## src/rtl/bna_pkg.sv

```systemverilog
package bna_pkg;

   localparam int AMP_W         = 24;
   localparam int BIN_NUMBER_W  = 13;
   localparam int SPAN_W        = 6;
   localparam int REQ_DATA_W    = 24;
   localparam int RSP_DATA_W    = 40;
   localparam int RSP_PAD_W     = RSP_DATA_W - AMP_W - BIN_NUMBER_W;
   localparam int QUEUE_DEPTH   = 4;

   localparam int MAX_SPAN_DEF  = 63;
   localparam int MAX_BINS_DEF  = 8192;

   localparam logic [SPAN_W-1:0] HALF_WIDTH_RESET = SPAN_W'(4);
   localparam logic [SPAN_W-1:0] SPAN_RESET       = SPAN_W'(1);

endpackage

```

## src/rtl/bna_divider.sv

```systemverilog
module bna_divider
   import bna_pkg::*;
#(
   parameter int MaxSpan = MAX_SPAN_DEF,
   parameter int MaxBins = MAX_BINS_DEF,
   parameter int BinW    = $clog2(MaxBins),
   parameter int CntW    = $clog2(2 * MaxSpan + 2),
   parameter int SumW    = AMP_W + CntW
) (
   input  logic                  clock,
   input  logic                  reset,
   input  logic                  div_valid,
   output logic                  div_ready,
   input  logic [SumW-1:0]       div_sum,
   input  logic [CntW-1:0]       div_cnt,
   input  logic [BinW-1:0]       div_bin,
   input  logic                  div_end,
   output logic                  rsp_tvalid,
   input  logic                  rsp_tready,
   output logic [RSP_DATA_W-1:0] rsp_tdata,
   output logic                  rsp_tlast
);

   localparam int RecipW = SumW + 1;
   localparam int ProdW  = SumW + RecipW;
   localparam int QdW    = SumW + CntW;
   localparam int Entries = 2 ** CntW;
   localparam logic [RecipW-1:0] RecipNum = '1;

   // floor((2^RecipW - 1) / d): estimate is exact or one short
   logic [RecipW-1:0] recip_table [Entries];

   assign recip_table[0] = '0;
   for (genvar Dv = 1; Dv < Entries; Dv++) begin : g_recip
      assign recip_table[Dv] = RecipW'(RecipNum / Dv);
   end

   logic              adv;
   logic              v1_ff, v2_ff, v3_ff, v4_ff;
   logic [SumW-1:0]   n1_ff, n2_ff, n3_ff;
   logic [CntW-1:0]   d1_ff, d2_ff, d3_ff;
   logic [RecipW-1:0] r1_ff;
   logic [SumW-1:0]   q2_ff, q3_ff, qd3_ff;
   logic [BinW-1:0]   b1_ff, b2_ff, b3_ff, b4_ff;
   logic              e1_ff, e2_ff, e3_ff, e4_ff;
   logic [AMP_W-1:0]  amp4_ff;

   logic [ProdW-1:0]  prod;
   logic [QdW-1:0]    qd_full;
   logic [SumW-1:0]   rem;
   logic [SumW-1:0]   quo;

   assign adv       = !v4_ff || rsp_tready;
   assign div_ready = adv;

   assign prod    = ProdW'(n1_ff) * ProdW'(r1_ff);
   assign qd_full = QdW'(q2_ff) * QdW'(d2_ff);
   assign rem     = n3_ff - qd3_ff;
   assign quo     = (rem >= SumW'(d3_ff)) ? q3_ff + SumW'(1) : q3_ff;

   always_ff @(posedge clock) begin
      if (adv) begin
         n1_ff   <= div_sum + SumW'(div_cnt >> 1);
         d1_ff   <= div_cnt;
         r1_ff   <= recip_table[div_cnt];
         b1_ff   <= div_bin;
         e1_ff   <= div_end;

         q2_ff   <= prod[ProdW-1:RecipW];
         n2_ff   <= n1_ff;
         d2_ff   <= d1_ff;
         b2_ff   <= b1_ff;
         e2_ff   <= e1_ff;

         qd3_ff  <= qd_full[SumW-1:0];
         q3_ff   <= q2_ff;
         n3_ff   <= n2_ff;
         d3_ff   <= d2_ff;
         b3_ff   <= b2_ff;
         e3_ff   <= e2_ff;

         amp4_ff <= quo[AMP_W-1:0];
         b4_ff   <= b3_ff;
         e4_ff   <= e3_ff;
      end
   end

   always_ff @(posedge clock) begin
      if (reset) begin
         v1_ff <= 1'b0;
         v2_ff <= 1'b0;
         v3_ff <= 1'b0;
         v4_ff <= 1'b0;
      end else if (adv) begin
         v1_ff <= div_valid;
         v2_ff <= v1_ff;
         v3_ff <= v2_ff;
         v4_ff <= v3_ff;
      end
   end

   assign rsp_tvalid = v4_ff;
   assign rsp_tdata  = {RSP_PAD_W'(0), BIN_NUMBER_W'(b4_ff), amp4_ff};
   assign rsp_tlast  = e4_ff;

endmodule

```

## config.mk

```make
export PLATFORM = sky130hd
export DESIGN_NAME = bna_divider
export DESIGN_NICKNAME = d
export VERILOG_FILES = /design/src/rtl/bna_pkg.sv /design/src/rtl/bna_divider.sv
export SDC_FILE = /design/constraint.sdc
export NUM_CORES = 2
export LEC_CHECK = 0
export BUFFER_PORTS_ARGS = -buffer_cell sky130_fd_sc_hd__buf_2
export CORE_UTILIZATION = 25
export CTS_BUF_LIST = sky130_fd_sc_hd__clkbuf_4 sky130_fd_sc_hd__clkbuf_8 sky130_fd_sc_hd__clkbuf_16
export DETAILED_ROUTE_END_ITERATION = 8
export GPL_TIMING_DRIVEN = 0
export PLACE_DENSITY = 0.45
export SYNTH_ARGS = -nofsm -noshare
export SYNTH_HDL_FRONTEND = slang
export SYNTH_SLANG_ARGS = --single-unit
```

## constraint.sdc

```tcl
create_clock -name clock -period 27.4 [get_ports clock]
set_input_delay 2.74 -clock clock [delete_from_list [all_inputs] [get_ports clock]]
set_output_delay 2.74 -clock clock [all_outputs]
set_load 0.05 [all_outputs]
```

==> impl_metrics.tcl <==
set metrics [dict create \
    multi_input_area_um2 38400 \
    dpl.hpwl_mm 180 \
    fin_crit_ps 11600 \
    seq_area_frac_synth_pct 17.9 \
    required_ps 27750 \
    io_buffers 95 \
    num_vias 41300 \
    clkSinkCount 316 \
    nNetsFinal 7046 \
    cp_slowest_cell "a2111oi_0" \
    reg2reg_slack_ps 15800 \
    synth_edf_count 312 \
    fp.dieH_um 461 \
    die_w_um 461 \
    path_max_fanout 10 \
    ctsResizeCount 0 \
    ys_warn_count 0 \
    synthFlopType "edfxtp_1" \
    grt_max_degree 65 \
    crit_path_max_incr_delay_ps 1110 \
    areaGrowthSynthToFinish_pct 10.4 \
    syn_area_per_cell_um2 9.57 \
    max_slew_margin_pct -2.88 \
    vias_per_cell 4.86 \
    initial_core_util_pct 25.2 \
    grtUsageTotal_pct 21.6 \
    drive_above_1_share_pct 3.59 \
    tns_ps 0 \
    synth_top_area_share_pct 37.8 \
    netlist_area_um2 52700 \
    boundaryPins 99 \
    cts_setup_buffers 0 \
    antenna_left 0 \
    drcViolationCount 0 \
    ys_types 79 \
    critPathArrivalTime_ps 11950 \
    crit_top_cell "fa_1" \
    hold_end "b4_ff[5]$_DFFE_PP_" \
    synth_top_cell_by_area "fa_1" \
    fmax_ghz 0.0862 \
    hold_viol_final 0 \
    post_drt_wl_per_cell_um 26.9 \
    synth_most_common_cell "fa_1" \
    worstMarginPinSlew_ps 1530 \
    worstSetupPathType "flip-flop to flip-flop" \
    dr.first_iter.drc_count 3855 \
    rows 168 \
    wl_mm 229 \
    synthCells 5502 \
    numCtsBuffers 39 \
    rsz0062_at_grt "false" \
    root_buffer "clkbuf_16" \
    grt_first_pass_wirelength_mm 324 \
    end_kind "flip-flop" \
    async_reset_ff_share_pct 0 \
    synth_area_leaders "fa_1 38%, edfxtp_1 18%, ha_1 8.3%" \
    clk_latency_ps 640 \
    cts_hold_buf 0 \
    reg2reg_to "q2_ff[24]$_DFFE_PP_" \
    synth-seq-cells 316 \
    antenna_found_initial 25 \
    maxSlewViolCount 19 \
    drt-pass1-iter-count 6 \
    synthTopCellsByCount "994 x fa_1, 959 x inv_1, 806 x nand2_1" \
    place_congestion 0.980 \
    setup_viol 0 \
    outcome "finished with violations" \
    coreArea_um2 209000 \
    cap_violations 2 \
    hold_depth 0 \
    clock_skew_ps 57.9 \
    cts_tree "yes" \
    r2r_start "n1_ff[8]$_DFFE_PP_" \
    h-tree-depth 2 \
    crit_path_start_kind "flip-flop" \
    grt_overflow 0 \
    fillCellCount 22600 \
    cts.clk_slew.worst_paths_ps 60 \
    period_share_pct 42.3 \
    violations "max-capacitance violations, max-slew violations" \
    seqCellArea_um2 9450 \
    min_path_type "flip-flop to flip-flop" \
    grt_pass1_vias 43400 \
    cts_buffer_depth 3 \
    min_from "b3_ff[5]$_DFFE_PP_" \
    die_area_um2 212000 \
    reg2reg_depth 25 \
]
==> stage by stage <==
stage / setup WS [ps] / hold slack (ps) / instances / area (um^2) / util (%)
6_report: 15800 / 413 / 8492 / 58100 / 27.8
5_1_grt: 15580 / 418 / 8483 / 58100 / 27.7
4_1_cts: 15960 / 417 / 8483 / 58100 / 27.7
3_5_place_dp: 15960 / 405 / 8411 / 56800 / 27.1
3_3_place_gp: 7090 / 401 / 8404 / 56700 / 27.1
2_1_floorplan: 12860 / 400 / 5504 / 52700 / -
==> routing by layer <==
| layer | global-route usage, % | wire [um] | vias up |
|---|---|---|---|
| li1 | - | - | 17500 |
| met3 | 4.11 | 17400 | 445 |
| met2 | 34.6 | 103000 | 1781 |
| met1 | 28.7 | 97300 | 21600 |
| met4 | 8.35 | 10300 | 8 |
| met5 | 0 | 58 | - |
==> how the worst max path moves through the flow <==
stage,start,to,slack (ps),cells past startpoint
after global routing,n1_ff[8]$_DFFE_PP_,q2_ff[24]$_DFFE_PP_,15580,25
after detailed placement,n1_ff[8]$_DFFE_PP_,q2_ff[24]$_DFFE_PP_,15960,27
final,n1_ff[8]$_DFFE_PP_,q2_ff[24]$_DFFE_PP_,15800,25
after CTS,n1_ff[8]$_DFFE_PP_,q2_ff[24]$_DFFE_PP_,15960,27
after floorplan,rsp_tready,div_ready,12860,2
after global placement,rsp_tready,div_ready,7090,4
==> layout by cell type (no fill, tap or decap), types with 9 or more instances in the layout <==
cell       instances
or3_1              9
clkbuf_1         289
a21oi_1          180
nand4_1           27
nor4_1            13
diode_2            9
nor2_1           158
and2_1           575
o21a_1            13
xor2_1            54
clkbuf_16         39
nor2b_1           23
o211ai_1          24
nand2b_1          28
xnor2_1           87
a211oi_1          28
inv_1            959
and3_1            20
o31ai_1           11
clkinv_1           9
nand3_1           61
edfxtp_1         312
mux2i_1           12
a21o_1            45
a311oi_1          16
a31oi_1           23
o21bai_1          15
o21ai_0          145
nand2_1          806
o311ai_0          11
buf_1             18
nor3_1            54
o22ai_1           15
buf_2             96
ha_1             349
a211o_1            9
fa_1             994
==> critical path: cells and delay by family (launching register included) <==
family | cells | cell delay, ps
adders and majority gates | 9 | 4650
AOI/OAI and AO/OA | 10 | 3940
buffers and inverters | 2 | 970
DFF | 1 | 910
and+or+nand+nor | 3 | 700
xor gates and xnor gates | 1 | 140
==> cell type report <==
cell class,instances,share of cell area [%]
inverters,962,6.21
repair buffers,102,1.10
plain buffers,317,2.12
flip-flops and latches,316,16.3
multi-input cells,3909,66.1
well taps,2805,6.04
clock buffers,42,1.72
clock inverters,30,0.456
diodes,9,0.0388
==> flip-flops by register name (all words and copies together), names as in the netlist <==
| register | flops |
|---|---|
| r1_ff | 32 |
| b1_ff | 13 |
| d2_ff | 7 |
| rsp_tlast | 1 |
| v3_ff | 1 |
| qd3_ff | 31 |
| b3_ff | 13 |
| d3_ff | 7 |
| d1_ff | 7 |
| e1_ff | 1 |
| rsp_tvalid | 1 |
| q3_ff | 24 |
| n2_ff | 31 |
| n1_ff | 31 |
| amp4_ff | 24 |
| b2_ff | 13 |
| b4_ff | 13 |
| v2_ff | 1 |
| q2_ff | 31 |
| e3_ff | 1 |
| n3_ff | 31 |
| e2_ff | 1 |
| v1_ff | 1 |
==> logic make-up after synthesis <==
logic type	synth area share [%]
compound gates	7.37
xor+xnor	2.34
fa+ha+maj	46.1
buf+inv	9.19
flops	17.9
mux	0.634
other cells	0.00712
simple gates	16.4
Power is left out: the tool's default activity adds up to more than one toggle a clock period on the data nets, which glitch-free logic cannot reach.
