[src/rtl/bna_pkg.sv]
package bna_pkg;

   localparam int AMP_W         = 24;
   localparam int BIN_NUMBER_W  = 13;
   localparam int SPAN_W        = 6;
   localparam int REQ_DATA_W    = 24;
   localparam int RSP_DATA_W    = 40;
   localparam int RSP_PAD_W     = RSP_DATA_W - AMP_W - BIN_NUMBER_W;
   localparam int QUEUE_DEPTH   = 4;

   localparam int MAX_SPAN_DEF  = 63;
   localparam int MAX_BINS_DEF  = 8192;

   localparam logic [SPAN_W-1:0] HALF_WIDTH_RESET = SPAN_W'(4);
   localparam logic [SPAN_W-1:0] SPAN_RESET       = SPAN_W'(1);

endpackage

[src/rtl/bna_back.sv]
module bna_back
   import bna_pkg::*;
#(
   parameter int MaxSpan = MAX_SPAN_DEF,
   parameter int MaxBins = MAX_BINS_DEF,
   parameter int BinW    = $clog2(MaxBins),
   parameter int CntW    = $clog2(2 * MaxSpan + 2),
   parameter int SumW    = AMP_W + CntW
) (
   input  logic              clock,
   input  logic              reset,
   input  logic              q_empty,
   output logic              q_pop,
   input  logic [AMP_W-1:0]  q_amp,
   input  logic [BinW-1:0]   q_idx,
   input  logic [SPAN_W-1:0] q_span,
   input  logic              q_last,
   input  logic              div_ready,
   output logic              div_valid,
   output logic [SumW-1:0]   div_sum,
   output logic [CntW-1:0]   div_cnt,
   output logic [BinW-1:0]   div_bin,
   output logic              div_end
);

   localparam int Depth = 2 ** CntW;
   localparam int CmpW  = BinW + 2;

   localparam logic [1:0] ST_IDLE = 2'd0;
   localparam logic [1:0] ST_ADD  = 2'd1;
   localparam logic [1:0] ST_EMIT = 2'd2;
   localparam logic [1:0] ST_SUB  = 2'd3;

   logic [AMP_W-1:0]  store [Depth];
   logic [AMP_W-1:0]  rd_ff;
   logic              rd_en;
   logic [CntW-1:0]   rd_addr;

   logic [1:0]        state_ff, state_in;
   logic [AMP_W-1:0]  amp_ff, amp_in;
   logic [BinW-1:0]   idx_ff, idx_in;
   logic [SPAN_W-1:0] span_ff, span_in;
   logic              last_ff, last_in;
   logic [BinW-1:0]   bin_ff, bin_in;
   logic [SumW-1:0]   sum_ff, sum_in;
   logic              sub_en_ff, sub_en_in;

   logic [CmpW-1:0]   q_idx_x, q_reach_x;
   logic [CmpW-1:0]   idx_x, span_x, bin_x, lo_x;

   assign q_idx_x   = CmpW'(q_idx);
   assign q_reach_x = (CmpW'(q_span) << 1) + CmpW'(1);
   assign idx_x     = CmpW'(idx_ff);
   assign span_x    = CmpW'(span_ff);
   assign bin_x     = CmpW'(bin_ff);
   assign lo_x      = (bin_x >= span_x) ? bin_x - span_x : '0;

   // window of the current bin always ends at the newest bin
   assign div_sum = sum_ff;
   assign div_cnt = CntW'(idx_x - lo_x + CmpW'(1));
   assign div_bin = bin_ff;
   assign div_end = last_ff && (bin_ff == idx_ff);

   always_comb begin
      state_in  = state_ff;
      amp_in    = amp_ff;
      idx_in    = idx_ff;
      span_in   = span_ff;
      last_in   = last_ff;
      bin_in    = bin_ff;
      sum_in    = sum_ff;
      sub_en_in = sub_en_ff;
      q_pop     = 1'b0;
      div_valid = 1'b0;
      rd_en     = 1'b0;
      rd_addr   = '0;
      unique case (state_ff)
         ST_IDLE: begin
            if (!q_empty) begin
               q_pop     = 1'b1;
               amp_in    = q_amp;
               idx_in    = q_idx;
               span_in   = q_span;
               last_in   = q_last;
               // bin leaving the window: idx - (2*span + 1)
               rd_en     = 1'b1;
               rd_addr   = CntW'(q_idx_x - q_reach_x);
               sub_en_in = (q_idx_x >= q_reach_x);
               state_in  = ST_ADD;
            end
         end
         ST_ADD: begin
            sum_in = ((idx_ff == '0) ? '0 : sum_ff) + SumW'(amp_ff)
                     - (sub_en_ff ? SumW'(rd_ff) : '0);
            bin_in = (idx_x >= span_x) ? BinW'(idx_x - span_x) : '0;
            if (last_ff || (idx_x >= span_x)) begin
               state_in = ST_EMIT;
            end else begin
               state_in = ST_IDLE;
            end
         end
         ST_EMIT: begin
            div_valid = 1'b1;
            if (div_ready) begin
               if (last_ff && (bin_ff != idx_ff)) begin
                  // flush: left edge of the window moves up by one
                  rd_en     = 1'b1;
                  rd_addr   = CntW'(bin_x - span_x);
                  sub_en_in = (bin_x >= span_x);
                  bin_in    = bin_ff + BinW'(1);
                  state_in  = ST_SUB;
               end else begin
                  state_in = ST_IDLE;
               end
            end
         end
         ST_SUB: begin
            sum_in   = sum_ff - (sub_en_ff ? SumW'(rd_ff) : '0);
            state_in = ST_EMIT;
         end
         default: begin
            state_in = ST_IDLE;
         end
      endcase
   end

   always_ff @(posedge clock) begin
      if (q_pop) begin
         store[CntW'(q_idx_x)] <= q_amp;
      end
      if (rd_en) begin
         rd_ff <= store[rd_addr];
      end
   end

   always_ff @(posedge clock) begin
      amp_in_reg : begin
         amp_ff    <= amp_in;
         idx_ff    <= idx_in;
         span_ff   <= span_in;
         last_ff   <= last_in;
         bin_ff    <= bin_in;
         sum_ff    <= sum_in;
         sub_en_ff <= sub_en_in;
      end
   end

   always_ff @(posedge clock) begin
      if (reset) begin
         state_ff <= ST_IDLE;
      end else begin
         state_ff <= state_in;
      end
   end

endmodule

[config.mk]
export PLATFORM = sky130hd
export DESIGN_NAME = bna_back
export DESIGN_NICKNAME = d
export VERILOG_FILES = /design/src/rtl/bna_pkg.sv /design/src/rtl/bna_back.sv
export SDC_FILE = /design/constraint.sdc
export NUM_CORES = 2
export LEC_CHECK = 0
export BUFFER_PORTS_ARGS = -buffer_cell sky130_fd_sc_hd__buf_2
export CAP_MARGIN = 0
export CORE_MARGIN = 2
export CORE_UTILIZATION = 55
export DETAILED_ROUTE_END_ITERATION = 12
export PLACE_DENSITY = 0.67
export SLEW_MARGIN = 20
export SYNTH_ARGS = -nofsm -noshare
export SYNTH_HDL_FRONTEND = slang
export SYNTH_SLANG_ARGS = --single-unit
[constraint.sdc]
create_clock -name clock -period 14.26 [get_ports clock]
set_input_delay 2.852 -clock clock [delete_from_list [all_inputs] [get_ports clock]]
set_output_delay 2.852 -clock clock [all_outputs]
set_load 0.1 [all_outputs]
==> key figures <==
Placed design
  • GPL Wtd Cong: 0.893
  • PortBufs: 101
  • Cell Area, Placed: 134000 um^2
  • DP HPWL: 214000 um
  • Worst slack at placement: 5120 ps
  • Placed cell count: 12100

STA
  • Slew @ Worst Pin: 1220 ps
  • Max-slew violations: 0
  • Final Setup Violations: 0
  • Fin worst setup slack: 5970 ps
  • RSZ-0062 raised after global routing: false
  • Layout Skew: 63.3 ps
  • Final min period: 8290 ps
  • Slew headroom: 0.181
  • Number of hold violations in the final report: 0
  • Total negative slack: 0 ps
  • Final Cycle Share: 0.581
  • Highest clock rate: 0.121 GHz

Clock tree
  • Post-CTS Resized: 0
  • Clock latency on the worst-skew pair: 960 ps
  • Clock slew at reported path FFs: 60 ps
  • H-tree depth: 5
  • CTS tree: built
  • Setup Buffers After CTS: 0
  • Hold-fix buffers, CTS: 0
  • Clock Tree Buf Depth: 4
  • Clk root buf: clkbuf_16
  • Clk sink count: 3187
  • CTS Buf Count: 336

Global routing
  • Vias in the first global route: 77200
  • Initial antenna violation count: 29
  • M1 GR Usage: 0.435
  • First-pass GRT wire length: 543000 um
  • Met3 Usage GRT: 0.0714
  • Pin count of the biggest net entering global routing: 153
  • GRT Overall Usage: 0.317
  • Total gr overflow: 0
  • Met2 Resource Use GR: 0.486
  • Gr busiest metal: met2

Synthesis
  • Yosys Warn Count: 0
  • Most frequent cells after synthesis: edfxtp_1 (3185), nand2_1 (2011), a21oi_1 (925)
  • Synthesized Nets: 9267
  • Register bit total from synthesis: 3187
  • Synth unique cells: 82
  • Register area share after synthesis: 0.743
  • Post-synth ARST share: 0
  • Mapped Area: 129000 um^2
  • Main synth FF type: edfxtp_1
  • EDFF count, synth: 3185
  • Cells after synthesis: 9104
  • Synth Area per Inst: 14.2 um^2
  • Most frequent cell after synthesis: edfxtp_1
  • Yosys top cell by area: edfxtp_1
  • Synth top area cells: edfxtp_1 (74%), nand2_1 (5.9%), mux2i_1 (3.8%)
  • Synth top area share: 0.742

Setup path
  • Cell family with most CP delay: buffers and inverters
  • Critical path type: primary input to register
  • Bufs and invs on worst path: 7
  • Arr. time, crit path: 9040 ps
  • Most frequent CP cell: buf_4
  • Worst EP required: 15020 ps
  • Crit path largest cell delay: 690 ps
  • CP Capture Type: register
  • CP max-delay cell: buf_4
  • Largest fanout on the critical path: 106
  • Worst Setup Start Kind: primary input
  • R2R Setup Slk: 7160 ps
  • Crit-path cells: buf_2, or3_1, inv_2, buf_4, nand2_1, o21a_4, buf_4, buf_4, buf_4, buf_12, a21oi_1, a221oi_1, nor4_1, nand3_1, nand4_1, nor4_1

Pwr
  • Max VDD drop: 0.243 mV
  • Leak: 48.3 nW
  • Pwr/cell area: 156 nW/um^2

Detailed routing
  • Iteration-0 DRC Markers: 11300
  • Vias: 81000
  • Final ANT Viol Nets: 0
  • Final wirelength: 382000 um
  • First-pass DRT Iterations: 6
  • DRC: 0
  • Mean routed wirelength per cell: 30.2 um
  • Vias per cell: 6.39

Run
  • Max-Cap Viols: 0

Worst hold path
  • HP Class: register to register

Floorplanning
  • Std-Cell Core Area: 233000 um^2
  • Die area: 238000 um^2
  • Die Wd: 488 um
  • Number of top-level pins: 102
  • Initial core utilization: 0.554
  • Cell Rows: 177
  • Die Y: 488 um

Layout
  • Fin cells: 12700
  • Fin nets: 9436
  • Final core utilization: 0.618
  • Fin area: 144000 um^2
  • Synthesis-to-finish area growth: 11.7%
  • Layout cell share with drive strength beyond 1: 0.109

Outcome
  • Status: completed
## cell usage in the layout (no fill, tap or decap), types with 12 or more instances in the layout
cell type and n:
o221ai_1 67, nand2b_1 17, bufinv_16 20, a21o_1 19, nor2_2 125, buf_12 18
clkinv_1 68, nand2_1 2007, o22ai_1 34, edfxtp_1 3185, o21ai_0 56, a32o_1 12
xor2_1 45, buf_4 285, nor2_1 60, nand3_1 320, a21oi_1 925, clkbuf_1 78
fa_1 29, ha_1 86, nor2b_1 15, buf_2 77, nor4_2 20, clkbuf_16 343
diode_2 21, nand4_1 29, a31oi_1 138, nor4_1 161, a221o_1 33, a221oi_1 254
o31ai_1 14, xnor2_1 45, nor3_1 35, clkinv_2 57, mux2i_1 483, o21a_1 12
inv_1 142
## metal layers
| layer | routed length [um] | vias to the layer above |
|---|---|---|
| li1 | - | 34700 |
| met1 | 145000 | 40500 |
| met2 | 174000 | 4857 |
| met3 | 44600 | 804 |
| met4 | 19000 | 14 |
| met5 | 91 | - |
## layout make-up
| type | count | area (um^2) |
|---|---|---|
| sequential | 3187 | 95700 |
| fill | 17100 | 88800 |
| multi-input combinational | 5219 | 30600 |
| clock buffer | 421 | 8880 |
| tap | 3132 | 3920 |
| timing repair buffer | 385 | 2970 |
| clock inverter | 158 | 1270 |
| inverter | 144 | 541 |
| antenna | 21 | 52.6 |
## logic make-up (layout without fill, tap and decap cells)
| kind of cell | after synthesis | count (layout) | share of synthesized area |
|---|---|---|---|
| flip-flops | 3187 | 3187 | 0.743 |
| buffers and inverters | 698 | 1108 | 0.0259 |
| other | 0 | 21 | 0 |
| multiplexers | 483 | 483 | 0.0375 |
| adder cells (fa/ha/maj) | 115 | 115 | 0.0129 |
| XOR/XNOR | 90 | 90 | 0.00612 |
| AND/OR/NAND/NOR | 2864 | 2864 | 0.0937 |
| AO/OA/AOI/OAI | 1667 | 1667 | 0.0813 |
## report_power, final
group          switching (mW)  internal [mW]  total, mW
logic                    2.53           1.04       3.57
registers               0.128           10.5       10.6
clock network            3.48           4.75       8.23
total                    6.14           16.3       22.4
## worst reg2reg max path, cell delays in order, from the launching register on
cell	delay (ps)
dfxtp_1	310
buf_4	440
or3_1	520
inv_2	250
buf_4	360
nand2_1	250
o21a_4	420
buf_4	510
buf_4	670
buf_4	710
buf_12	630
a21oi_1	240
a221oi_1	280
nor4_1	90
nand3_1	220
nand4_1	590
nor4_1	440
## sequential cells by signal, summed over array words and instances (netlist names)
register   flops
last_ff        1
span_ff        6
div_sum       31
amp_ff        24
sub_en_ff      1
idx_ff        13
rd_ff         24
store       3072
div_bin       13
state_ff       2
## final timing paths
path / startpoint / end / cells past startpoint
worst min register to register: state_ff[1] / state_ff[1] / 2
worst max-delay path: q_empty / rd_ff[5] / 16
worst min-delay path: state_ff[1] / state_ff[1] / 2
worst max register to register: state_ff[0] / rd_ff[5] / 16
## through the flow
step           power (mW)  hold slack (ps)
6_report             22.4              620
5_1_grt              23.1              661
4_1_cts              22.4              621
3_5_place_dp         14.3              612
3_3_place_gp         14.2              578
2_1_floorplan        13.1              516
(Power assumes the default switching activity.)
