[src/rtl/bna_pkg.sv]
package bna_pkg;

   localparam int AMP_W         = 24;
   localparam int BIN_NUMBER_W  = 13;
   localparam int SPAN_W        = 6;
   localparam int REQ_DATA_W    = 24;
   localparam int RSP_DATA_W    = 40;
   localparam int RSP_PAD_W     = RSP_DATA_W - AMP_W - BIN_NUMBER_W;
   localparam int QUEUE_DEPTH   = 4;

   localparam int MAX_SPAN_DEF  = 63;
   localparam int MAX_BINS_DEF  = 8192;

   localparam logic [SPAN_W-1:0] HALF_WIDTH_RESET = SPAN_W'(4);
   localparam logic [SPAN_W-1:0] SPAN_RESET       = SPAN_W'(1);

endpackage

[src/rtl/bna_front.sv]
module bna_front
   import bna_pkg::*;
#(
   parameter int MaxSpan = MAX_SPAN_DEF,
   parameter int MaxBins = MAX_BINS_DEF,
   parameter int BinW    = $clog2(MaxBins)
) (
   input  logic              clock,
   input  logic              reset,
   input  logic              csr_wr_en,
   input  logic [SPAN_W-1:0] csr_wr_data,
   input  logic              req_tvalid,
   output logic              req_tready,
   input  logic [AMP_W-1:0]  req_tdata,
   input  logic              req_tlast,
   input  logic              q_full,
   output logic              q_push,
   output logic [AMP_W-1:0]  push_amp,
   output logic [BinW-1:0]   push_idx,
   output logic [SPAN_W-1:0] push_span,
   output logic              push_last
);

   logic [SPAN_W-1:0] half_width_ff, half_width_in;
   logic [SPAN_W-1:0] span_ff, span_in;
   logic [BinW-1:0]   bin_count_ff, bin_count_in;
   logic [SPAN_W-1:0] span_clamped;
   logic              frame_last;

   assign req_tready = !q_full && !reset;
   assign q_push     = req_tvalid && req_tready;

   always_comb begin
      if (half_width_ff == '0) begin
         span_clamped = SPAN_W'(1);
      end else if (32'(half_width_ff) > MaxSpan) begin
         span_clamped = SPAN_W'(MaxSpan);
      end else begin
         span_clamped = half_width_ff;
      end
   end

   // span is latched on bin 0 so a mid-frame write only hits the next frame
   always_comb begin
      half_width_in = csr_wr_en ? csr_wr_data : half_width_ff;
      span_in       = span_ff;
      bin_count_in  = bin_count_ff;
      frame_last    = req_tlast || (bin_count_ff == BinW'(MaxBins - 1));
      if (q_push) begin
         if (bin_count_ff == '0) begin
            span_in = span_clamped;
         end
         bin_count_in = frame_last ? '0 : bin_count_ff + BinW'(1);
      end
   end

   assign push_amp  = req_tdata;
   assign push_idx  = bin_count_ff;
   assign push_span = (bin_count_ff == '0) ? span_clamped : span_ff;
   assign push_last = frame_last;

   always_ff @(posedge clock) begin
      if (reset) begin
         half_width_ff <= HALF_WIDTH_RESET;
         span_ff       <= SPAN_RESET;
         bin_count_ff  <= '0;
      end else begin
         half_width_ff <= half_width_in;
         span_ff       <= span_in;
         bin_count_ff  <= bin_count_in;
      end
   end

endmodule

[config.mk]
export PLATFORM = sky130hd
export DESIGN_NAME = bna_front
export DESIGN_NICKNAME = d
export VERILOG_FILES = /design/src/rtl/bna_pkg.sv /design/src/rtl/bna_front.sv
export SDC_FILE = /design/constraint.sdc
export NUM_CORES = 1
export LEC_CHECK = 0
export BUFFER_PORTS_ARGS = -buffer_cell sky130_fd_sc_hd__buf_2
export CELL_PAD_IN_SITES_DETAIL_PLACEMENT = 0
export CELL_PAD_IN_SITES_GLOBAL_PLACEMENT = 2
export CORE_ASPECT_RATIO = 1.75
export CORE_MARGIN = 8
export CORE_UTILIZATION = 24
export CTS_BUF_LIST = sky130_fd_sc_hd__clkbuf_2 sky130_fd_sc_hd__clkbuf_4 sky130_fd_sc_hd__clkbuf_8
export DETAILED_ROUTE_END_ITERATION = 7
export PLACE_DENSITY = 0.81
export SLEW_MARGIN = 20
export SYNTH_ARGS = -nofsm -noshare
export SYNTH_HDL_FRONTEND = slang
export SYNTH_SLANG_ARGS = --single-unit
[constraint.sdc]
create_clock -name clock -period 1.7 [get_ports clock]
set_clock_uncertainty 0.05 [all_clocks]
set_input_delay 0.085 -clock clock [delete_from_list [all_inputs] [get_ports clock]]
set_output_delay 0.085 -clock clock [all_outputs]
set_load 0.02 [all_outputs]
==> results.yml, run 1 <==
cts:
  cts_made_buffers: 3
  clockBufferDepth: 2
  clkSinkCount: 25
  clk_pin_slew_ns: 0.09
  clock_latency_ns: 0.26
  htree_levels: 1
  cts_hold_buf: 0
  cts_tree: "yes"
  root_buffer: "clkbuf_8"
synthesis:
  synth_most_common_cell: "dfxtp_1"
  netlist_top_cells_area: "dfxtp_1 35%, buf_4 13%, nor2_1 5.0%, xnor2_1 4.9%, mux2i_1 3.5%"
  synth_top_area_frac: 0.3509
  synthDistinctLibCells: 32
  mappedNetlistArea_mm2: 0.001426
  synth_cells: 164
  yosysSeqAreaShare: 0.3509
  synth_async_sr_flop_share: 0
  synth_top_area_cell: "dfxtp_1"
  synth_common_cells: "25 x dfxtp_1, 24 x buf_4, 19 x nor2_1, 12 x nand2_1, 10 x inv_1"
  ys_warn_count: 0
  synth_flop_cell: "dfxtp_1"
  synth_seq_cells: 25
  syn_nets: 202
  synth_edf_count: 0
  syn_area_per_cell_um2: 8.697
global_route:
  grt_pass1_wl_mm: 6.520
  grt_pass1_vias: 1379
  grt_max_degree: 14
  antenna_found_initial: 0
  gr-total-overflow: 0
  grt_use_total: 0.09447
setup_path:
  path_buf_inv: 4
  crit_path_max_incr_delay_ns: 0.37
  cp_slowest_cell: "dfxtp_4"
  end_kind: "primary output"
  critPathArrivalTime_ns: 1.61
  cp_common_cell: "buf_6"
  critPathMaxFanout: 6
  cp-start-kind: "register"
  setup.worst_path.class: "register to primary output"
  cpLargestDelayFamily: "buffers and inverters"
  path_cells: "inv_4, ha_4, nor4b_4, buf_4, nand3_4, buf_6, o21ai_4, buf_6"
  critical_path_required_ns: 1.56
  r2r_slack_ns: 0.04
drt:
  vias_per_cell: 4.484
  dr.pass1.iters: 4
  routed_wl_mm: 3.959
  avgRoutedWirePerCell_um: 14.40
  vias: 1233
  first_iter_violations: 49
  ant_nets: 0
  drcViolationCount: 0
sta:
  max_slew.worst_pin.slew_ns: 0.3334
  setup_viol: 7
  relSlewSlack: 0.7757
  report.final.slew_viol_count: 0
  rsz0062_at_grt: "true"
  whs_ns: 0.005664
  fin_ws_ns: -0.04298
  final-hold-violation-count: 0
  fin_crit_sh: 1.025
  final.min_clock_period_ns: 1.743
  maxClockFrequency_ghz: 0.5737
power:
  ir_worst_vdd_mv: 0.3593
  p_leak_nw: 0.8388
  power_density_mw_per_mm2: 604.6
job:
  drv_cap: 0
floorplanning:
  die_y_um: 118.0
  coreArea_mm2: 0.005833
  fp.dieW_um: 74.28
  start_util: 0.2445
  core.rowCount: 37
  die-area_mm2: 0.008763
  num_io_pins: 82
run_status:
  status: "finished with violations"
  violations: "setup timing"
cells_and_area:
  nNetsFinal: 236
  regArea_um2: 529.3
  fillers: 640
  syn2layout_area_growth_pct: 36.32
  final_layout_size_suffix_gt1_frac: 0.5330
  multi_input_area_um2: 814.5
  diodes: 0
placed_design:
  io_buffer_count: 33
  place_ws_ns: 0.04010
  place_congestion: 0.8229
  hpwl_mm: 2.917
worst_hold_path:
  min_path_type: "input port to register"
==> stage by stage <==
stage | total power (W) | util | setup TNS, ns | area [um2] | cells
finish | 0.001176 | 0.3333 | -0.2159 | 1944 | 275
global route | 0.001237 | 0.3333 | -1.379 | 1944 | 275
CTS | 0.001184 | 0.3209 | -0.1122 | 1872 | 275
detailed placement | 0.0007727 | 0.2741 | 0 | 1599 | 260
global placement | 0.0007713 | 0.2741 | 0 | 1599 | 260
floorplan | 0.0008006 | - | -0.7897 | 1443 | 164
==> sequential cells by signal (all words and copies together) (netlist names) <==
signal	flops
half_width_ff	6
push_idx	13
span_ff	6
==> repair_timing <==
action                                  in CTS  in global routing
resized for setup                           40                 16
buffers inserted                            10                  0
gates cloned                                 1                  0
endpoints found under the setup margin       7                 25
pin swaps                                    8                  1
==> area by class of cell <==
class / count / area share
timing repair buffer: 59 / 0.2098
multi-input combinational: 98 / 0.4189
clock buffer: 4 / 0.02510
inverter: 11 / 0.02381
sequential: 25 / 0.2722
tap: 78 / 0.05019
==> routing by layer <==
| metal | share of wire | vias up | GRT usage |
|---|---|---|---|
| met3 | 0.083 | 4 | 0.03157 |
| met4 | 0.0086 | 0 | 0.04074 |
| met1 | 0.36 | 590 | 0.09272 |
| li1 | - | 603 | - |
| met5 | 0 | - | 0 |
| met2 | 0.55 | 36 | 0.1692 |
==> logic make-up after synthesis <==
logic type,Yosys count,synth area share
adders and majority gates,2,0.01754
xor gates and xnor gates,10,0.06141
muxes,5,0.03509
and+or+nand+nor,62,0.2605
buffers and inverters,41,0.1824
AOI/OAI and AO/OA,19,0.09211
DFF,25,0.3509
==> final timing paths <==
| check | from | to | cells after the start |
|---|---|---|---|
| hold reg to reg | span_ff[3]$_SDFFE_PP0P_ | span_ff[3]$_SDFFE_PP0P_ | 2 |
| hold / removal | csr_wr_data[4] | half_width_ff[4]$_SDFFE_PP0P_ | 3 |
| setup reg to reg | push_idx[7]$_SDFFE_PP0P_ | push_idx[0]$_SDFFE_PP0P_ | 6 |
| setup / recovery | push_idx[1]$_SDFFE_PP0P_ | push_span[1] | 8 |
==> report_power, final <==
part	switching, W	internal, W
clock network	0.000186	0.000183
registers	0.0000114	0.000593
logic	0.000105	0.0000958
total	0.000303	0.000873
==> worst reg2reg max path: stages (launching register included) <==
cell     delay [ns]
dfxtp_2        0.44
nand3_1        0.21
o41ai_4        0.35
buf_4          0.17
buf_4          0.10
nor3_1         0.03
a31o_2         0.20
==> layout by cell type (no fill, tap or decap), drive strengths merged <==
| cell | instances |
|---|---|
| nand3 | 5 |
| a21o | 1 |
| o41ai | 1 |
| clkbuf | 4 |
| ha | 2 |
| dfxtp | 25 |
| xor2 | 2 |
| nand2 | 12 |
| nor3 | 4 |
| nor2 | 19 |
| inv | 11 |
| xnor2 | 8 |
| mux2i | 5 |
| nand3b | 5 |
| nand4bb | 2 |
| o21ai | 13 |
| a31o | 1 |
| o32ai | 1 |
| or3b | 1 |
| nor4b | 1 |
| nand4 | 5 |
| buf | 59 |
| a21oi | 1 |
| o211ai | 1 |
| nor4 | 8 |
No activity file was read; power rests on OpenSTA's default activity.
==> run 2, diff against run 1 <==
--- a/config.mk
+++ b/config.mk
@@ -14,6 +14,7 @@
 export CTS_BUF_LIST = sky130_fd_sc_hd__clkbuf_2 sky130_fd_sc_hd__clkbuf_4 sky130_fd_sc_hd__clkbuf_8
 export DETAILED_ROUTE_END_ITERATION = 7
 export PLACE_DENSITY = 0.81
+export SETUP_SLACK_MARGIN = 0.02
 export SLEW_MARGIN = 20
 export SYNTH_ARGS = -nofsm -noshare
 export SYNTH_HDL_FRONTEND = slang
==> run 2 against run 1 <==
The flow still finishes with violations (setup timing); cell area is 1.6% higher; global-route usage is 0.084 points higher; non-clock buffer count stayed put; clock power hardly changed; worst setup slack worse by 0.0024 ns; count of clock-buffer cells in the layout stayed put; hold slack hardly changed; register-to-register slack hardly changed; wire length is 2.4% higher; via count hardly changed; sequential power hardly changed; largest power group unchanged.
==> results.yml, run 2 (synthesis gave the netlist of run 1 again) <==
run_status:
  status: "finished with violations"
  violations: "setup timing"
cts:
  cts_hold_buf: 0
  htree_levels: 1
  clock_latency_ns: 0.26
  clk_pin_slew_ns: 0.09
  cts_made_buffers: 3
  clkSinkCount: 25
  cts_tree: "yes"
  root_buffer: "clkbuf_8"
  clockBufferDepth: 2
power:
  p_int_w: 0.0008726
  p_sw_frac: 0.2574
  clock_power_share: 0.313
  power_density_mw_per_mm2: 594.8
  ir_worst_vdd_mv: 0.3556
  seq_power_share: 0.514
  p_sw_w: 0.0003025
  power_frac_comb: 0.174
  power_w: 0.001175
  p_leak_nw: 0.8624
sta:
  whs_ns: 0.005494
  max_slew.worst_pin.slew_ns: 0.3451
  fin_crit_sh: 1.027
  fin_ws_ns: -0.04538
  report.final.slew_viol_count: 0
  rsz0062_at_grt: "true"
  setup_viol: 7
  maxClockFrequency_ghz: 0.5729
  relSlewSlack: 0.7678
  finalSetupTns_ns: -0.2362
  final.min_clock_period_ns: 1.745
  final-hold-violation-count: 0
drt:
  ant_nets: 0
  first_iter_violations: 63
  vias_per_cell: 4.487
  drcViolationCount: 0
  routed_wl_mm: 4.053
  dr.pass1.iters: 4
  avgRoutedWirePerCell_um: 14.74
  vias: 1234
cells_and_area:
  final_layout_size_suffix_gt1_frac: 0.5381
  instances_no_fill: 275
  nNetsFinal: 236
  fin_area_mm2: 0.001976
  syn2layout_area_growth_pct: 38.51
  final_cell_mix: "26 x buf_2, 24 x buf_4, 19 x nor2_1"
  final_common_cell: "buf_2"
  largest_reg_flops: 13
  diodes: 0
worst_hold_path:
  min_path_type: "input port to register"
setup_path:
  critPathArrivalTime_ns: 1.61
  cp_common_cell: "buf_6"
  cp-start-kind: "register"
  cp_slowest_cell: "dfxtp_4"
  crit_path_max_incr_delay_ns: 0.37
  critPathMaxFanout: 6
  setup.worst_path.class: "register to primary output"
  end_kind: "primary output"
  path_cells: "inv_4, ha_4, nor4b_4, buf_4, nand3_4, buf_6, o21ai_4, buf_6"
  critical_path_required_ns: 1.56
global_route:
  gr-total-overflow: 0
  grt_max_degree: 14
  grt_pass1_vias: 1388
  grt_pass1_wl_mm: 6.589
  antenna_found_initial: 0
  grt_use_total: 0.09531
floorplanning:
  start_util: 0.2445
  die-area_mm2: 0.008763
  core.rowCount: 37
  coreArea_mm2: 0.005833
  num_io_pins: 82
  fp.dieW_um: 74.28
  die_y_um: 118.0
placed_design:
  placed_area_mm2: 0.001599
  io_buffer_count: 33
  hpwl_mm: 2.917
  dp.cells: 260
  place_congestion: 0.8229
job:
  drv_cap: 0
-- run 2: cell counts in the layout (fill, tap and decap cells not counted) --
Identical to the previous run, type by type.
-- run 2: timing repair --
| item | CTS | global route |
|---|---|---|
| gates cloned | 1 | 0 |
| setup endpoints to repair | 7 | 25 |
| pin swaps | 8 | 0 |
| gates resized for setup | 45 | 15 |
| buffers inserted | 10 | 0 |
-- run 2: worst paths after layout --
check | start | slack (ns) | end | cells past startpoint
hold / removal | csr_wr_data[4] | 0.005 | half_width_ff[4]$_SDFFE_PP0P_ | 3
setup reg to reg | push_idx[7]$_SDFFE_PP0P_ | 0.03 | push_idx[0]$_SDFFE_PP0P_ | 6
setup / recovery | push_idx[1]$_SDFFE_PP0P_ | -0.05 | push_span[1] | 8
hold reg to reg | span_ff[3]$_SDFFE_PP0P_ | 0.44 | span_ff[3]$_SDFFE_PP0P_ | 2
-- run 2: metrics by stage --
step | utilization | worst slack, ns
floorplan | - | -0.06334
global placement | 0.2741 | 0.07712
detailed placement | 0.2741 | 0.04010
CTS | 0.3235 | -0.04028
global route | 0.3387 | -0.1446
finish | 0.3387 | -0.04538
-- run 2: cell type report --
type | count | area [um2]
fill | 634 | 3857
multi-input combinational | 98 | 839.6
sequential | 25 | 531.8
timing repair buffer | 59 | 411.6
tap | 78 | 97.59
clock buffer | 4 | 48.80
inverter | 11 | 46.29
-- run 2: per-layer routing --
metal / routed length [um] / vias up / global-route usage
met3: 332 / 4 / 0.03242
met5: 0 / - / 0
met1: 1496 / 594 / 0.09322
li1: - / 603 / -
met2: 2189 / 33 / 0.1704
met4: 34 / 0 / 0.04198
-- run 2: power by group through the flow --
stage	Combinational [W]	Sequential [W]	Clock [W]
finish	0.000204	0.000603	0.000367
global route	0.000221	0.000606	0.000410
CTS	0.000193	0.000602	0.000387
detailed placement	0.000149	0.000624	0
global placement	0.000148	0.000623	0
floorplan	0.000177	0.000624	0
-- run 2: critical path: cells and delay by family (launching register included) --
family | cells | cell delay (ns)
buf+inv | 4 | 0.49
flops | 1 | 0.37
simple gates | 2 | 0.23
compound gates | 1 | 0.14
fa+ha+maj | 1 | 0.11
