### config.mk
export PLATFORM = sky130hd
export DESIGN_NAME = bna_queue
export DESIGN_NICKNAME = d
export VERILOG_FILES = /design/src/rtl/bna_pkg.sv /design/src/rtl/bna_queue.sv
export SDC_FILE = /design/constraint.sdc
export NUM_CORES = 1
export LEC_CHECK = 0
export BUFFER_PORTS_ARGS = -buffer_cell sky130_fd_sc_hd__buf_2
export CORE_MARGIN = 8
export CORE_UTILIZATION = 45
export CTS_CLUSTER_SIZE = 12
export DETAILED_ROUTE_END_ITERATION = 7
export GPL_TIMING_DRIVEN = 0
export PLACE_DENSITY = 0.67
export SYNTH_ARGS = -nofsm -noshare
export SYNTH_HDL_FRONTEND = slang
export SYNTH_SLANG_ARGS = --single-unit
### constraint.sdc
create_clock -name clock -period 1.6 [get_ports clock]
set_input_delay 0.32 -clock clock [delete_from_list [all_inputs] [get_ports clock]]
set_output_delay 0.32 -clock clock [all_outputs]
set_load 0.01 [all_outputs]
### src/rtl/bna_pkg.sv
package bna_pkg;

   localparam int AMP_W         = 24;
   localparam int BIN_NUMBER_W  = 13;
   localparam int SPAN_W        = 6;
   localparam int REQ_DATA_W    = 24;
   localparam int RSP_DATA_W    = 40;
   localparam int RSP_PAD_W     = RSP_DATA_W - AMP_W - BIN_NUMBER_W;
   localparam int QUEUE_DEPTH   = 4;

   localparam int MAX_SPAN_DEF  = 63;
   localparam int MAX_BINS_DEF  = 8192;

   localparam logic [SPAN_W-1:0] HALF_WIDTH_RESET = SPAN_W'(4);
   localparam logic [SPAN_W-1:0] SPAN_RESET       = SPAN_W'(1);

endpackage

### src/rtl/bna_queue.sv
module bna_queue
   import bna_pkg::*;
#(
   parameter int Width = 32,
   parameter int Depth = QUEUE_DEPTH
) (
   input  logic             clock,
   input  logic             reset,
   input  logic             push,
   input  logic [Width-1:0] push_data,
   input  logic             pop,
   output logic [Width-1:0] pop_data,
   output logic             full,
   output logic             empty
);

   localparam int AW = $clog2(Depth);

   logic [Width-1:0] entry_ff [Depth];
   logic [AW-1:0]    wr_ptr_ff, wr_ptr_in;
   logic [AW-1:0]    rd_ptr_ff, rd_ptr_in;
   logic [AW:0]      level_ff, level_in;

   assign full     = (level_ff == (AW + 1)'(Depth));
   assign empty    = (level_ff == '0);
   assign pop_data = entry_ff[rd_ptr_ff];

   always_comb begin
      wr_ptr_in = push ? wr_ptr_ff + AW'(1) : wr_ptr_ff;
      rd_ptr_in = pop  ? rd_ptr_ff + AW'(1) : rd_ptr_ff;
      level_in  = level_ff;
      if (push && !pop) begin
         level_in = level_ff + (AW + 1)'(1);
      end else if (pop && !push) begin
         level_in = level_ff - (AW + 1)'(1);
      end
   end

   always_ff @(posedge clock) begin
      if (push) begin
         entry_ff[wr_ptr_ff] <= push_data;
      end
   end

   always_ff @(posedge clock) begin
      if (reset) begin
         wr_ptr_ff <= '0;
         rd_ptr_ff <= '0;
         level_ff  <= '0;
      end else begin
         wr_ptr_ff <= wr_ptr_in;
         rd_ptr_ff <= rd_ptr_in;
         level_ff  <= level_in;
      end
   end

endmodule

==> results of run 1 <==
-- area by class of cell --
| type | count | share of cell area |
|---|---|---|
| tap | 143 | 0.0282 |
| buffer | 8 | 0.0154 |
| inverter | 4 | 0.00237 |
| clock buffer | 18 | 0.0677 |
| clock inverter | 13 | 0.0205 |
| timing repair buffer | 70 | 0.0788 |
| multi-input combinational | 62 | 0.152 |
| sequential | 137 | 0.635 |
-- cells by family after synthesis --
group / Yosys count
buffers and inverters: 12
muxes: 34
DFF: 137
xor gates and xnor gates: 5
and+or+nand+nor: 15
AOI/OAI and AO/OA: 2
adders and majority gates: 6
-- sequential cells by signal, indices dropped and copies added (netlist names), named ones only --
signal / count
wr_ptr_ff: 2
entry_ff: 128
level_ff: 3
rd_ptr_ff: 2
-- repair_timing --
action,in CTS,in global routing
gates resized for setup,24,10
buffers inserted,2,0
setup endpoints to repair,160,32
-- power by group --
part	total [mW]	switching (mW)	internal, mW
sequential	4.17	0.0562	4.11
combinational	0.936	0.438	0.498
clock	3.65	1.38	2.27
-- cells in the mapped netlist --
cell                         n  area, µm²
sky130_fd_sc_hd__a21oi_1     1       5.00
sky130_fd_sc_hd__and2_1      4       25.0
sky130_fd_sc_hd__buf_12      3       60.1
sky130_fd_sc_hd__buf_2       3       15.0
sky130_fd_sc_hd__buf_6       1       11.3
sky130_fd_sc_hd__clkbuf_1    1       3.75
sky130_fd_sc_hd__dfxtp_1     9        180
sky130_fd_sc_hd__edfxtp_1  128       3840
sky130_fd_sc_hd__fa_1        1       20.0
sky130_fd_sc_hd__ha_1        5       62.6
sky130_fd_sc_hd__inv_1       4       15.0
sky130_fd_sc_hd__mux2i_1     2       20.0
sky130_fd_sc_hd__mux4_1      2       52.6
sky130_fd_sc_hd__mux4_2     30        676
sky130_fd_sc_hd__nand2_1     1       3.75
sky130_fd_sc_hd__nor2_1      7       26.3
sky130_fd_sc_hd__nor3_1      1       5.00
sky130_fd_sc_hd__nor3b_1     1       7.51
sky130_fd_sc_hd__o21ai_0     1       5.00
sky130_fd_sc_hd__or3_1       1       6.26
sky130_fd_sc_hd__xnor2_1     2       17.5
sky130_fd_sc_hd__xor2_1      3       26.3
-- per-stage QoR --
step | TNS [ps] | setup slack (ps) | cells
floorplan | 0 | 19.8 | 211
global placement | -14410 | -175 | 422
detailed placement | -15810 | -218 | 422
CTS | -13430 | -456 | 455
global route | -14310 | -476 | 455
finish | -12100 | -404 | 455
-- final timing paths --
path	from	end	slack, ps
setup / recovery	register	pop_data[14]	-400
hold / removal	push_data[1]	entry_ff[1][1]	130
setup reg to reg	level_ff[0]	level_ff[2]	100
hold reg to reg	level_ff[2]	level_ff[2]	530
-- routing by layer --
layer	GRT usage	wire length, µm
met5	0	0
met4	0.0571	131
met3	0.0483	562
met2	0.197	4340
met1	0.143	3710
-- layout by cell type (no fill, tap or decap), drive strengths merged --
cell,n
mux2i,2
nor3b,1
nor3,1
o21ai,1
clkbuf,20
xor2,3
fa,1
nand2,1
bufinv,2
clkinv,8
ha,5
inv,5
nor2,7
and2,4
buf,76
edfxtp,128
xnor2,2
clkinvlp,2
a21oi,1
dfxtp,9
or3,1
mux4,32
-- worst max-delay path: stages (launching register included) --
cell and delay [ps]:
sky130_fd_sc_hd__dfxtp_2 320, sky130_fd_sc_hd__buf_6 130, sky130_fd_sc_hd__buf_12 160, sky130_fd_sc_hd__mux4_2 530, sky130_fd_sc_hd__buf_6 140
==> run summary, run 1 <==
Compound-cell area share of the yosys netlist = 0.00197
Arrival time of data at the critical path endpoint = 1680 ps
Share of the yosys chip area belonging to registers = 0.791
Path type of the worst min-delay path = in -> reg
Clock tree root buffer cell = sky130_fd_sc_hd__clkbuf_16
Max-Slew Margin vs Limit = 0.640
Final number of hold-violating endpoints = 0
Final setup violating endpoints = 32
Syn-to-layout area delta = 24.5%
WHS = 126 ps
Required time at the worst-slack endpoint = 1280 ps
Routed length per placed instance = 19.2 µm
DRC viols = 0
Leak Pwr = 2.20 nW
Overall overflow remaining after global route = 0
Nets in the synthesized netlist = 253
Design area = 6340 µm²
Instance count along the most critical hold path = 1
Die footprint = 15000 µm²
ANT nets after route = 0
Total power divided by cell area = 1380 nW/µm²
Vias/cell = 5.01
Final core utilization = 0.565
Area share of fa/ha/maj cells after synthesis = 0.0162
Number of hold-repair buffers added at the cts stage = 0
XOR/XNOR share of the synthesized area = 0.00861
PnR worst setup slack = -404 ps
Drt pass-1 iters = 4
Final-layout fill cell count = 864
Worst-skew pair later-pin latency = 410 ps
Warnings from Yosys = 0
Num rows = 39
Max rail drop VDD = 0.652 mV
Number of cells produced by synthesis = 211
Placed instance area = 5610 µm²
Final worst-path cycle share = 1.25
Number of diodes = 0
First-pass GRT wire length = 13100 µm
Count of distinct cell types in the synthesized netlist = 22
Vertical die dimension = 122 µm
Register-to-Register Path Depth = 4
Count of boundary I/O pins = 70
Fraction of final layout cells with drive strength greater than 1 = 0.458
TritonCTS clock tree = built
Final count of pins violating max slew = 0
Antenna violations before repair = 0
Initial detailed-routing violation count = 126
Sink count of the clock tree = 137
Dpl hpwl = 5150 µm
Min cycle time layout = 2000 ps
TritonCTS buffer count = 17
Global routing usage summed across all routing layers = 0.123
Failing checks = setup timing
Final setup skew = 9.01 ps
Type of destination of the critical path = output pin
Outcome = finished with violations
Multi-input combinational cell area = 961 µm²
Number of nets at the end of the flow = 342
Routability congestion estimate from global placement = 0.634
Starting density of the core = 0.453
Register area = 4030 µm²
Maximum clock path buffer count = 2
Worst-Margin Slew = 539 ps
Kind of critical path = reg -> out
CORE AREA = 11200 µm²
Simple-Gate Fraction of Synth Area = 0.0145
Design Power = 8.76 mW
Achievable clock frequency = 0.499 GHz
Mux cell area share after synthesis = 0.147
Clock transition at the register clock pins on the worst setup and hold paths after CTS = 60 ps
Flip-flop and latch count after synthesis = 137
Count of max-cap constraint violations = 0
Largest driver fanout on the critical path = 10
Quantity of I/O buffers inserted on ports = 68
Mapped cell area = 5090 µm²
Mean post-synth cell area = 24.1 µm²
Vias in the first global route = 2455
Die Span X = 122 µm
Largest net degree at the start of global routing = 33
H-tree levels = 4
Worst setup SP type = register
Via count = 2279
Setup repair after global routing missed its margin = true
Wire length reported by the detailed router = 8750 µm
Combinational family with the most area after synthesis = multiplexers
Note: power is estimated with default switching activity, not from simulation.
==> run 2, diff against run 1 <==
PLACE_DENSITY = 0.69   (was 0.67)
TNS_END_PERCENT = 20   (was default)
==> run 2 against run 1 <==
Compared with the run above: final area rose by 3.4%; the run still ends with setup timing left; critical path depth unchanged; register-to-register slack improved by 30 ps; maximum frequency is 2.4% lower; routed wire length rose by 4.5%; sequential power barely moved; first-iteration DRC count rose by 4.0%; combinational power up 6.3%; sequential share of layout area is 2.1 points lower; worst hold slack got worse by 1.3 ps; die area is the same.
==> run summary, run 2 (synthesis gave the netlist of run 1 again) <==
Syn-to-layout area delta = 28.8% (was 24.5%)
Largest register by flop count = entry_ff (unchanged)
HP Start = push_data[20] (was push_data[1])
Number of diodes = 0 (unchanged)
DRC viols = 0 (unchanged)
Clock share of power = 0.450 (was 0.417)
Largest driver fanout on the critical path = 8 (was 10)
Achievable clock frequency = 0.487 GHz (was 0.499 GHz)
Count of max-cap constraint violations = 0 (unchanged)
Combinational Power Share = 0.106 (was 0.107)
TritonCTS clock tree = built (unchanged)
Type of destination of the critical path = output pin (unchanged)
Quantity of I/O buffers inserted on ports = 68 (unchanged)
Sum of negative setup slack = -13620 ps (was -12100 ps)
Vias in the first global route = 2550 (was 2455)
Outcome = finished with violations (unchanged)
Largest register FFs = 128 (unchanged)
Die Span X = 122 µm (unchanged)
Starting density of the core = 0.453 (unchanged)
Max rail drop VDD = 0.850 mV (was 0.652 mV)
Dpl hpwl = 5510 µm (was 5150 µm)
Final setup violating endpoints = 32 (unchanged)
Maximum clock path buffer count = 2 (unchanged)
Wire length reported by the detailed router = 9140 µm (was 8750 µm)
Sink count of the clock tree = 137 (unchanged)
R2r startpoint = wr_ptr_ff[0] (was level_ff[0])
Final count of pins violating max slew = 0 (unchanged)
Setup repair after global routing missed its margin = true (unchanged)
Most frequent standard cell in the layout excluding fill and tap cells = sky130_fd_sc_hd__edfxtp_1 (unchanged)
Total power divided by cell area = 1430 nW/µm² (was 1380 nW/µm²)
TritonCTS buffer count = 17 (unchanged)
Final number of hold-violating endpoints = 0 (unchanged)
Buffers and inverters on the worst path = 3 (unchanged)
Commonest cells after routing, fill and taps aside = sky130_fd_sc_hd__edfxtp_1 (128), sky130_fd_sc_hd__buf_2 (47), sky130_fd_sc_hd__mux4_2 (30), sky130_fd_sc_hd__buf_6 (24), sky130_fd_sc_hd__clkbuf_16 (20) (was sky130_fd_sc_hd__edfxtp_1 (128), sky130_fd_sc_hd__buf_2 (45), sky130_fd_sc_hd__mux4_2 (32), sky130_fd_sc_hd__buf_6 (24), sky130_fd_sc_hd__clkbuf_16 (17))
ANT nets after route = 0 (unchanged)
Routed length per placed instance = 19.9 µm (was 19.2 µm)
Arrival time of data at the critical path endpoint = 1730 ps (was 1680 ps)
Number of nets at the end of the flow = 345 (was 342)
Slowest library cell on the worst path = sky130_fd_sc_hd__mux4_2 (unchanged)
Kind of critical path = reg -> out (unchanged)
Biggest registers after layout = entry_ff (128), level_ff (3) (unchanged)
Failing checks = setup timing (unchanged)
Max-Slew Margin vs Limit = 0.656 (was 0.640)
Worst path top cell family by delay = multiplexers (unchanged)
Internal portion of total power = 7.43 mW (was 6.88 mW)
Sequential group share of total power = 0.444 (was 0.476)
Cells along the critical path = buf_12, clkbuf_16, mux4_2, buf_6 (was buf_6, buf_12, mux4_2, buf_6)
Count of boundary I/O pins = 70 (unchanged)
PnR worst setup slack = -453 ps (was -404 ps)
Slowest cell delay on critical path = 520 ps (was 530 ps)
Switching power = 1.96 mW (was 1.88 mW)
Global routing usage summed across all routing layers = 0.126 (was 0.123)
Design Power = 9.39 mW (was 8.76 mW)
Largest net degree at the start of global routing = 33 (unchanged)
Final worst-path cycle share = 1.28 (was 1.25)
Routability congestion estimate from global placement = 0.656 (was 0.634)
Post-route non-filler standard cell count = 459 (was 455)
Initial detailed-routing violation count = 131 (was 126)
Worst setup SP type = register (unchanged)
WHS = 125 ps (was 126 ps)
Num rows = 39 (unchanged)
Vertical die dimension = 122 µm (unchanged)
Required time at the worst-slack endpoint = 1280 ps (about the same)
CORE AREA = 11200 µm² (unchanged)
H-tree levels = 4 (unchanged)
Path type of the worst min-delay path = in -> reg (unchanged)
Post-CTS setup buffer count = 0 (was 2)
Die footprint = 15000 µm² (unchanged)
Fraction of final layout cells with drive strength greater than 1 = 0.465 (was 0.458)
Clock tree root buffer cell = sky130_fd_sc_hd__clkbuf_16 (unchanged)
Drt pass-1 iters = 4 (unchanged)
Vias/cell = 5.19 (was 5.01)
Leak Pwr = 2.29 nW (was 2.20 nW)
Min cycle time layout = 2050 ps (was 2000 ps)
Switching part of the total = 0.209 (was 0.214)
Antenna violations before repair = 1 (was 0)
Final setup skew = 9.78 ps (was 9.01 ps)
Worst-Margin Slew = 516 ps (was 539 ps)
Clock transition at the register clock pins on the worst setup and hold paths after CTS = 60 ps (about the same)
Worst-skew pair later-pin latency = 410 ps (about the same)
First-pass GRT wire length = 13600 µm (was 13100 µm)
Overall overflow remaining after global route = 0 (unchanged)
Via count = 2383 (was 2279)
Post-placement cell count = 424 (was 422)
==> run 2: path summary, 6_finish.rpt <==
path	end	slack [ps]	cells after the start
setup / recovery	pop_data[21]	-450	4
hold / removal	entry_ff[2][20]	120	1
setup reg to reg	entry_ff[2][2]	130	3
hold reg to reg	level_ff[2]	510	2
==> run 2: layout make-up <==
| type | instances | area (µm²) |
|---|---|---|
| Buffer | 8 | 98.8 |
| Sequential cell | 137 | 4030 |
| Tap cell | 143 | 179 |
| Clock buffer | 18 | 429 |
| Inverter | 4 | 15.0 |
| Fill cell | 852 | 4670 |
| Clock inverter | 14 | 221 |
| Multi-Input combinational cell | 62 | 970 |
| Timing Repair Buffer | 73 | 613 |
==> run 2: what timing repair did <==
action | 4_1_cts | 5_1_grt
resized for setup | 20 | 11
cloned | 0 | 3
setup endpoints to repair | 96 | 50
hold buffers | 0 | 0
endpoints found under the hold margin | 0 | 0
==> run 2: power by group through the flow <==
stage          Combinational [mW]  Sequential (mW)  Clock [mW]
2_1_floorplan               0.510             4.23           0
3_3_place_gp                0.812             4.24           0
3_5_place_dp                0.840             4.24           0
4_1_cts                     0.934             4.17        4.30
5_1_grt                      1.07             4.18        4.45
6_report                    0.995             4.17        4.23
==> run 2: through the flow <==
stage | utilization | worst slack [ps] | cell area [µm²]
after floorplan | - | -124 | 5090
after global placement | 0.500 | -745 | 5610
after detailed placement | 0.504 | -261 | 5660
after CTS | 0.572 | -472 | 6420
after global routing | 0.584 | -506 | 6550
final | 0.584 | -453 | 6550
==> run 2: metal layers <==
layer | GRT usage | up-vias | wire (µm) | share of wire
met3 | 0.0488 | 16 | 533 | 0.058
met5 | 0 | - | 8 | 0.00087
li1 | - | 1061 | - | -
met2 | 0.201 | 67 | 4510 | 0.49
met1 | 0.149 | 1237 | 3970 | 0.43
met4 | 0.0571 | 2 | 125 | 0.014
==> run 3, diff against run 2 <==
SKIP_CTS_REPAIR_TIMING = 1   (was default)
==> run 3 against run 2 <==
Compared with the run above: critical path type unchanged; final area is 0.19% lower; utilization is 0.11 points lower; combinational power is 1% lower; die area stayed put; clock power hardly changed; count of clock-buffer cells in the layout stayed put; clock skew hardly changed; the flow still finishes with violations (setup timing); sequential power hardly changed; via count stayed put; register-to-register slack hardly changed; routed wire length hardly changed.
==> run summary, run 3 (synthesis gave the netlist of run 1 again) <==
HP Start = push_data[20] (unchanged)
Final setup skew = 9.60 ps (was 9.78 ps)
Vias in the first global route = 2549 (was 2550)
Worst r2r dst = entry_ff[2][2] (unchanged)
Capture endpoint of the worst hold path = entry_ff[2][20] (unchanged)
Leak Pwr = 2.29 nW (about the same)
Starting density of the core = 0.453 (unchanged)
Die footprint = 15000 µm² (unchanged)
Vias/cell = 5.19 (unchanged)
Final count of pins violating max slew = 0 (unchanged)
Clock transition at the register clock pins on the worst setup and hold paths after CTS = 60 ps (about the same)
Design Power = 9.39 mW (about the same)
Clock tree root buffer cell = sky130_fd_sc_hd__clkbuf_16 (unchanged)
Maximum clock path buffer count = 2 (unchanged)
Achievable clock frequency = 0.487 GHz (about the same)
R2r startpoint = wr_ptr_ff[0] (unchanged)
Biggest registers after layout = entry_ff (128), level_ff (3) (unchanged)
ANT nets after route = 0 (unchanged)
Worst setup SP type = register (unchanged)
First-pass GRT wire length = 13600 µm (about the same)
Final number of hold-violating endpoints = 0 (unchanged)
TritonCTS buffer count = 17 (unchanged)
Min cycle time layout = 2050 ps (about the same)
Type of destination of the critical path = output pin (unchanged)
Kind of critical path = reg -> out (unchanged)
Number of diodes = 0 (unchanged)
Initial detailed-routing violation count = 123 (was 131)
Total power divided by cell area = 1440 nW/µm² (was 1430 nW/µm²)
Syn-to-layout area delta = 28.5% (was 28.8%)
Quantity of I/O buffers inserted on ports = 68 (unchanged)
R2R setup slack = 130 ps (about the same)
Path type of the worst min-delay path = in -> reg (unchanged)
Instance count along the most critical hold path = 1 (unchanged)
Overall overflow remaining after global route = 0 (unchanged)
Max rail drop VDD = 0.850 mV (about the same)
Largest net degree at the start of global routing = 33 (unchanged)
Failing checks = setup timing (unchanged)
Die Span X = 122 µm (unchanged)
Count of max-cap constraint violations = 0 (unchanged)
Routability congestion estimate from global placement = 0.656 (unchanged)
Most frequent standard cell in the layout excluding fill and tap cells = sky130_fd_sc_hd__edfxtp_1 (unchanged)
Commonest cells after routing, fill and taps aside = sky130_fd_sc_hd__edfxtp_1 (128), sky130_fd_sc_hd__buf_2 (49), sky130_fd_sc_hd__mux4_2 (30), sky130_fd_sc_hd__buf_6 (22), sky130_fd_sc_hd__clkbuf_16 (20) (was sky130_fd_sc_hd__edfxtp_1 (128), sky130_fd_sc_hd__buf_2 (47), sky130_fd_sc_hd__mux4_2 (30), sky130_fd_sc_hd__buf_6 (24), sky130_fd_sc_hd__clkbuf_16 (20))
Fraction of final layout cells with drive strength greater than 1 = 0.465 (unchanged)
Num rows = 39 (unchanged)
Global routing usage summed across all routing layers = 0.125 (was 0.126)
Required time at the worst-slack endpoint = 1280 ps (about the same)
Final setup violating endpoints = 32 (unchanged)
Largest driver fanout on the critical path = 8 (unchanged)
Setup repair after global routing missed its margin = true (unchanged)
Max-Slew Margin vs Limit = 0.658 (was 0.656)
Worst-Margin Slew = 513 ps (was 516 ps)
H-tree levels = 4 (unchanged)
Placed instance area = 5660 µm² (unchanged)
Sum of negative setup slack = -13650 ps (was -13620 ps)
Final worst-path cycle share = 1.28 (about the same)
PnR worst setup slack = -454 ps (was -453 ps)
Outcome = finished with violations (unchanged)
Antenna violations before repair = 1 (unchanged)
Drt pass-1 iters = 4 (unchanged)
Sink count of the clock tree = 137 (unchanged)
Via count = 2383 (unchanged)
Routed length per placed instance = 19.9 µm (about the same)
Register-to-Register Path Depth = 3 (unchanged)
Number of nets at the end of the flow = 345 (unchanged)
CORE AREA = 11200 µm² (unchanged)
TritonCTS clock tree = built (unchanged)
Design area = 6540 µm² (was 6550 µm²)
Count of boundary I/O pins = 70 (unchanged)
Largest register by flop count = entry_ff (unchanged)
Vertical die dimension = 122 µm (unchanged)
DRC viols = 0 (unchanged)
Final-layout fill cell count = 854 (was 852)
Largest register FFs = 128 (unchanged)
Dpl hpwl = 5510 µm (unchanged)
Wire length reported by the detailed router = 9150 µm (was 9140 µm)
Arrival time of data at the critical path endpoint = 1730 ps (about the same)
Worst-skew pair later-pin latency = 410 ps (about the same)
==> run 3: cell count changes in the layout (fill, tap and decap cells not counted) <==
| cell | previous run | this run |
|---|---|---|
| sky130_fd_sc_hd__buf_2 | 47 | 49 |
| sky130_fd_sc_hd__buf_6 | 24 | 22 |
==> run 3: area by class of cell <==
| class | count | area (µm²) | share of cell area |
|---|---|---|---|
| plain buffers | 8 | 98.8 | 0.0151 |
| clock buffers | 18 | 429 | 0.0656 |
| clock inverters | 14 | 221 | 0.0339 |
| inverters | 4 | 15.0 | 0.00230 |
| multi-input cells | 62 | 970 | 0.148 |
| flip-flops and latches | 137 | 4030 | 0.616 |
| well taps | 143 | 179 | 0.0274 |
| repair buffers | 73 | 601 | 0.0918 |
==> run 3: critical path: stages, from the launching register on <==
cell and delay [ps]:
sky130_fd_sc_hd__dfxtp_2 340, sky130_fd_sc_hd__buf_12 160, sky130_fd_sc_hd__clkbuf_16 160, sky130_fd_sc_hd__mux4_2 520, sky130_fd_sc_hd__buf_6 140
==> run 3: power breakdown <==
part | switching, mW | internal (mW)
clock | 1.46 | 2.78
combinational | 0.452 | 0.533
sequential | 0.0577 | 4.11
total | 1.96 | 7.42
==> run 3: worst max-delay path by stage <==
stage | from | depth (start not counted) | end | slack [ps]
global placement | wr_ptr_ff[0] | 3 | entry_ff[0][3] | -750
detailed placement | push | 7 | level_ff[2] | -260
global route | register | 4 | pop_data[23] | -510
floorplan | wr_ptr_ff[0] | 3 | entry_ff[0][0] | -120
finish | register | 4 | pop_data[21] | -450
CTS | register | 4 | pop_data[29] | -490
==> run 3: per-layer routing <==
metal | track usage | routed length [µm]
met5 | 0 | 8
met1 | 0.145 | 3890
met3 | 0.0501 | 551
met2 | 0.202 | 4570
met4 | 0.0571 | 129
==> run 3: stage by stage <==
stage	utilization	std cells	setup WS (ps)	hold slack, ps
finish	0.583	459	-454	124
global route	0.583	459	-506	103
detailed placement	0.504	424	-261	512
global placement	0.500	422	-745	484
floorplan	-	211	-124	419
CTS	0.562	456	-485	99.8
